File: config.mk
export PLATFORM = sky130hd
export DESIGN_NAME = imu_tilt_cordic_chain
export DESIGN_NICKNAME = d
export VERILOG_FILES = /design/src/imu_tilt_pkg.sv /design/src/imu_tilt_cordic_cell.sv /design/src/imu_tilt_cordic_chain.sv
export SDC_FILE = /design/constraint.sdc
export NUM_CORES = 2
export LEC_CHECK = 0
export BUFFER_PORTS_ARGS = -buffer_cell sky130_fd_sc_hd__buf_2
export CAP_MARGIN = 20
export CORE_ASPECT_RATIO = 0.9
export CORE_UTILIZATION = 40
export CTS_CLUSTER_DIAMETER = 200
export DETAILED_ROUTE_END_ITERATION = 8
export PLACE_DENSITY = 0.57
export SLEW_MARGIN = 15
export SYNTH_ARGS = -nofsm -noshare
export SYNTH_HDL_FRONTEND = slang
export SYNTH_SLANG_ARGS = --single-unit
File: constraint.sdc
create_clock -name i_clk -period 7 [get_ports i_clk]
set_input_delay 0.7 -clock i_clk [delete_from_list [all_inputs] [get_ports i_clk]]
set_output_delay 0.7 -clock i_clk [all_outputs]
set_load 0.005 [all_outputs]
File: src/imu_tilt_pkg.sv
`timescale 1ns / 1ps
`default_nettype none
// ----------------------------------------------------------------------------
// imu_tilt_pkg: shared constants, types and functions for the tilt filter
// Holds the arctangent table, fixed formats and the CORDIC cell interface.
// ----------------------------------------------------------------------------
package imu_tilt_pkg;

    localparam int CORDIC_STEPS_DEF = 16;
    localparam int TABLE_LEN        = 24;
    // cordic datapath: 18-bit operands shifted left by 20, plus growth
    localparam int CW               = 40;
    localparam int ZW               = 32;
    localparam int DEG_ONE          = 65536;

    localparam logic [0:0] REG_ALPHA  = 1'b0;
    localparam logic [0:0] REG_PERIOD = 1'b1;

    typedef struct packed {
        logic                 vld;
        logic signed [CW-1:0] x;
        logic signed [CW-1:0] y;
        logic signed [ZW-1:0] z;
    } t_cordic;

    // atan(2^-i) in Q16.16 degrees
    function automatic logic signed [ZW-1:0] atan_tab(input logic [4:0] i);
        logic signed [ZW-1:0] v;
        unique case (i)
            5'd0:  v = 32'sd2949120;
            5'd1:  v = 32'sd1740967;
            5'd2:  v = 32'sd919879;
            5'd3:  v = 32'sd466945;
            5'd4:  v = 32'sd234379;
            5'd5:  v = 32'sd117304;
            5'd6:  v = 32'sd58666;
            5'd7:  v = 32'sd29335;
            5'd8:  v = 32'sd14668;
            5'd9:  v = 32'sd7334;
            5'd10: v = 32'sd3667;
            5'd11: v = 32'sd1833;
            5'd12: v = 32'sd917;
            5'd13: v = 32'sd458;
            5'd14: v = 32'sd229;
            5'd15: v = 32'sd115;
            5'd16: v = 32'sd57;
            5'd17: v = 32'sd29;
            5'd18: v = 32'sd14;
            5'd19: v = 32'sd7;
            5'd20: v = 32'sd4;
            5'd21: v = 32'sd2;
            5'd22: v = 32'sd1;
            default: v = 32'sd0;
        endcase
        return v;
    endfunction

endpackage
`default_nettype wire

File: src/imu_tilt_cordic_cell.sv
`timescale 1ns / 1ps
`default_nettype none
// ----------------------------------------------------------------------------
// imu_tilt_cordic_cell: one vectoring CORDIC micro-rotation
// Registered stage; rotates toward y = 0 by atan(2^-STAGE).
// ----------------------------------------------------------------------------
module imu_tilt_cordic_cell
    import imu_tilt_pkg::*;
#(
    parameter int STAGE = 0
) (
    input  wire          i_clk,
    input  wire          i_rst_n,
    input  wire t_cordic i_cell,
    output t_cordic      o_cell
);
    localparam logic [4:0] SIDX = 5'(STAGE);

    t_cordic r_cell, n_cell;

    // arithmetic shift is floor division
    always_comb begin
        n_cell = i_cell;
        if (i_cell.y >= 0) begin
            n_cell.x = i_cell.x + (i_cell.y >>> STAGE);
            n_cell.y = i_cell.y - (i_cell.x >>> STAGE);
            n_cell.z = i_cell.z + atan_tab(SIDX);
        end else begin
            n_cell.x = i_cell.x - (i_cell.y >>> STAGE);
            n_cell.y = i_cell.y + (i_cell.x >>> STAGE);
            n_cell.z = i_cell.z - atan_tab(SIDX);
        end
    end

    always_ff @(posedge i_clk) begin
        if (!i_rst_n) begin
            r_cell.vld <= 1'b0;
        end else begin
            r_cell.vld <= i_cell.vld;
        end
        r_cell.x <= n_cell.x;
        r_cell.y <= n_cell.y;
        r_cell.z <= n_cell.z;
    end

    assign o_cell = r_cell;
endmodule
`default_nettype wire

File: src/imu_tilt_cordic_chain.sv
`timescale 1ns / 1ps
`default_nettype none
// ----------------------------------------------------------------------------
// imu_tilt_cordic_chain: pre-rotation plus a row of CORDIC cells
// Computes atan2(y, x) in Q16.16 degrees, one pair per cycle.
// ----------------------------------------------------------------------------
module imu_tilt_cordic_chain
    import imu_tilt_pkg::*;
#(
    parameter int CORDIC_STEPS = CORDIC_STEPS_DEF
) (
    input  wire                  i_clk,
    input  wire                  i_rst_n,
    input  wire                  i_vld,
    input  wire signed [17:0]    i_y,
    input  wire signed [17:0]    i_x,
    output logic                 o_vld,
    output logic signed [ZW-1:0] o_z
);
    localparam int STEPS = (CORDIC_STEPS > TABLE_LEN) ? TABLE_LEN : CORDIC_STEPS;

    t_cordic r_pre, n_pre;
    t_cordic w_link [0:STEPS];
    logic    r_zero, n_zero;
    logic    r_zq [0:STEPS];

    // quadrant fold for negative x
    always_comb begin
        logic signed [CW-1:0] xs, ys;
        xs = CW'(i_x) <<< 20;
        ys = CW'(i_y) <<< 20;
        n_zero    = (i_x == 0) && (i_y == 0);
        n_pre.vld = i_vld;
        if (xs < 0) begin
            if (ys >= 0) begin
                n_pre.x = ys;
                n_pre.y = -xs;
                n_pre.z = 32'sd5898240;
            end else begin
                n_pre.x = -ys;
                n_pre.y = xs;
                n_pre.z = -32'sd5898240;
            end
        end else begin
            n_pre.x = xs;
            n_pre.y = ys;
            n_pre.z = '0;
        end
    end

    always_ff @(posedge i_clk) begin
        if (!i_rst_n) begin
            r_pre.vld <= 1'b0;
        end else begin
            r_pre.vld <= n_pre.vld;
        end
        r_pre.x <= n_pre.x;
        r_pre.y <= n_pre.y;
        r_pre.z <= n_pre.z;
        r_zero  <= n_zero;
    end

    assign w_link[0] = r_pre;
    assign r_zq[0]   = r_zero;

    genvar g;
    generate
        for (g = 0; g < STEPS; g++) begin : g_cell
            imu_tilt_cordic_cell #(.STAGE(g)) u_cell (
                .i_clk  (i_clk),
                .i_rst_n(i_rst_n),
                .i_cell (w_link[g]),
                .o_cell (w_link[g+1])
            );
            // zero-operand flag travels beside the cells
            always_ff @(posedge i_clk) begin
                r_zq[g+1] <= r_zq[g];
            end
        end
    endgenerate

    assign o_vld = w_link[STEPS].vld;
    assign o_z   = r_zq[STEPS] ? '0 : w_link[STEPS].z;
endmodule
`default_nettype wire

==> metrics.cfg <==
[outcome]
outcome=completed

[floorplan]
die_area_sq_mm=0.274
rows=181
io_pins=72
initial_core_util_pct=40.2
die_h_microns=497
fp.dieW_microns=552
core_sq_mm=0.270

[cts]
cts_setup_buffers=0
cts_tree=yes
cts_resized=0
hold_buffers=0
clock_sinks=1474
clk_path_buf_depth=4
ctsHtreeMaxLevel=4
clock_latency_ps=840
clkTransAtPathRegs_ps=60
numCtsBuffers=173
clock-root-buffer=clkbuf_16

[setup_path]
r2r_start=g_cell[4].u_cell.o_cell[46]
r2r_cells=17
r2r-end=g_cell[5].u_cell.o_cell[111]
critPathMaxFanout=5
end_kind=register
cp-endpoint=g_cell[5].u_cell.o_cell[111]
path_depth=17
worst-setup-path-type=register to register
cp-startpoint=g_cell[4].u_cell.o_cell[46]
cp_top_family=simple AND/OR/NAND/NOR gates
worstPathCellList=or4_4, nor4_2, and2b_1, nand2_1, or4_1, or3_1, or4_4, o21ai_1, xnor2_1, ha_1, a21o_1, a211o_1, or3_1, o211a_1, o31ai_1, or4b_1, o311ai_1
cp_num_buf_inv=0
required_ps=7690
r2r_slack_ps=1180
cp.arrival_ps=6510
startpoint_type=register
max_stage_delay_ps=590
critPathSlowestCell=or4_1

[placement]
place.gp.congestion=0.898
place_hpwl_microns=221000
placedCellCount=16300
placed_cell_area_sq_mm=0.113
io_buffers=70

[timing]
finalHoldViolations=0
setup_viol=0
finClkSkew_ps=61.4
hold_ws_ps=125
clock.fmax_mhz=172
tightest_slew_ps=1150
period_share_pct=83.2
period_minus_slack_ps=5820
slew_violations=0
rsz0062_at_grt=no
maxSlewHeadroom_pct=21.6
setup_tns_ps=0

[job]
max_cap_viol_count=0

[yosys]
ys_ff_latch=1474
synth.largest_area_cell=dfxtp_1
ys_seq_area_share_pct=27.1
synth_area_per_cell_sq_um=8.53
synthDistinctLibCells=96
synth_area_leaders=dfxtp_1 (27%), ha_1 (16%), xnor2_1 (9.5%), xor2_1 (5.6%), a21oi_1 (4.8%)
synth_top_cell_area_share_pct=27.1
async_flop_share_pct=0
synth_flop_cell=dfxtp_1
netlist_instances=12800
yosysMostFrequentCell=dfxtp_1
synth_area_sq_mm=0.109
yosys-top-cells-count=dfxtp_1 (1474), ha_1 (1407), xnor2_1 (1179)
synth_edf_count=0
ys_warn_count=0

[grt]
gr-total-overflow=0
antenna_found_initial=4
grt_max_degree=83
grt_first_pass_wirelength_microns=445000
grt_pass1_vias=83400
track_usage_pct=19.6

[detailed_routing]
wirelength_microns=275000
drc=0
via_count=89800
vias_per_cell=5.42
ant_nets=0
detail_route.wl_per_cell_microns=16.6
drt-initial-drc-count=5861
first_pass_iters=5

[worst_hold_path]
hold_start=i_vld
hold_class=primary input to register

[cells_and_area]
design_area_sq_mm=0.119
regArea_sq_mm=0.0295
area.growth.synth_to_final_pct=9.54
drive_gt1_share_pct=4.21
fill_cells=27100
layout.nets=14400
multi_input_area_sq_mm=0.0769
fin_cells=16600

## flip-flops by register name (all words and copies together), names as in the netlist
name                  flops
g_cell.u_cell.o_cell   1413
r_zero                    1
r_zq                     16
r_pre                    44
## logic make-up (layout without fill, tap and decap cells)
family | count (synthesis) | in the layout | share of synthesized area (%)
adder cells (fa/ha/maj) | 1442 | 1442 | 16.8
flip-flops | 1474 | 1474 | 27.1
multiplexers | 36 | 36 | 0.340
buffers and inverters | 703 | 879 | 2.43
other | 1 | 82 | 0.00345
XOR/XNOR | 1870 | 1870 | 15.1
AO/OA/AOI/OAI | 3821 | 3821 | 22.7
AND/OR/NAND/NOR | 3403 | 3403 | 15.5
## stage by stage
step | worst slack, ps | util (%)
floorplan | 1860 | -
global route | 844 | 44.1
finish | 1180 | 44.1
detailed placement | 1290 | 41.9
CTS | 1230 | 44.1
global placement | 1190 | 41.9
## area by class of cell
class,instances,share of cell area (%)
inverter,474,1.49
clock inverter,54,0.631
tap,3568,3.75
clock buffer,239,4.22
multi-input combinational,10700,64.6
antenna,1,0.00210
timing repair buffer,112,0.571
sequential,1474,24.8
## layer usage
metal  part of all wire [%]  GRT usage, %  vias to the layer above
li1                       -             -                    46400
met1                     51          28.5                    41500
met2                     43          30.9                     1585
met3                    4.5          2.39                      296
met4                    1.8          3.92                        0
met5                      0             0                        -
## cells in the final DEF (no fill, tap or decap), types with 29 or more instances in the layout
cell | Yosys | routed
or3_1 | 159 | 159
xor2_1 | 691 | 691
conb_1 | 1 | 81
a221oi_1 | 29 | 29
buf_2 | 0 | 70
inv_1 | 471 | 471
nor4_1 | 79 | 79
a211o_1 | 30 | 30
and2_1 | 78 | 78
clkbuf_16 | 0 | 178
nand4_1 | 85 | 85
nand2b_1 | 207 | 207
and4_1 | 36 | 36
a2111oi_0 | 33 | 33
dfxtp_1 | 1474 | 1459
nor2_1 | 967 | 967
a31oi_1 | 123 | 123
nor3_1 | 273 | 273
nand2_1 | 727 | 727
or4_1 | 96 | 96
a21boi_0 | 44 | 44
o31ai_1 | 229 | 229
nand3_1 | 215 | 215
a21o_1 | 585 | 585
o21a_1 | 185 | 185
clkbuf_8 | 0 | 34
and3_1 | 123 | 123
nor2b_1 | 228 | 228
or2_2 | 56 | 56
a31o_2 | 34 | 34
ha_1 | 1407 | 1407
buf_4 | 1 | 40
fa_1 | 35 | 35
a211oi_1 | 103 | 103
a21oi_1 | 1034 | 1034
o41ai_1 | 121 | 121
o21bai_1 | 146 | 146
xnor2_1 | 1179 | 1179
o21ai_0 | 813 | 813
o211ai_1 | 47 | 47
## worst min-delay path by stage
stage | endpoint | slack, ps | depth (start not counted)
detailed placement | r_zq[13] | 310 | 0
finish | r_pre[112] | 120 | 2
floorplan | g_cell[5].u_cell.o_cell[1] | 310 | 0
global route | r_pre[112] | 80 | 2
global placement | r_zq[13] | 310 | 0
CTS | r_pre[92] | 50 | 3
Power is not shown: default switching activity piles up to over one toggle a cycle in this logic, so the estimate is an artifact.
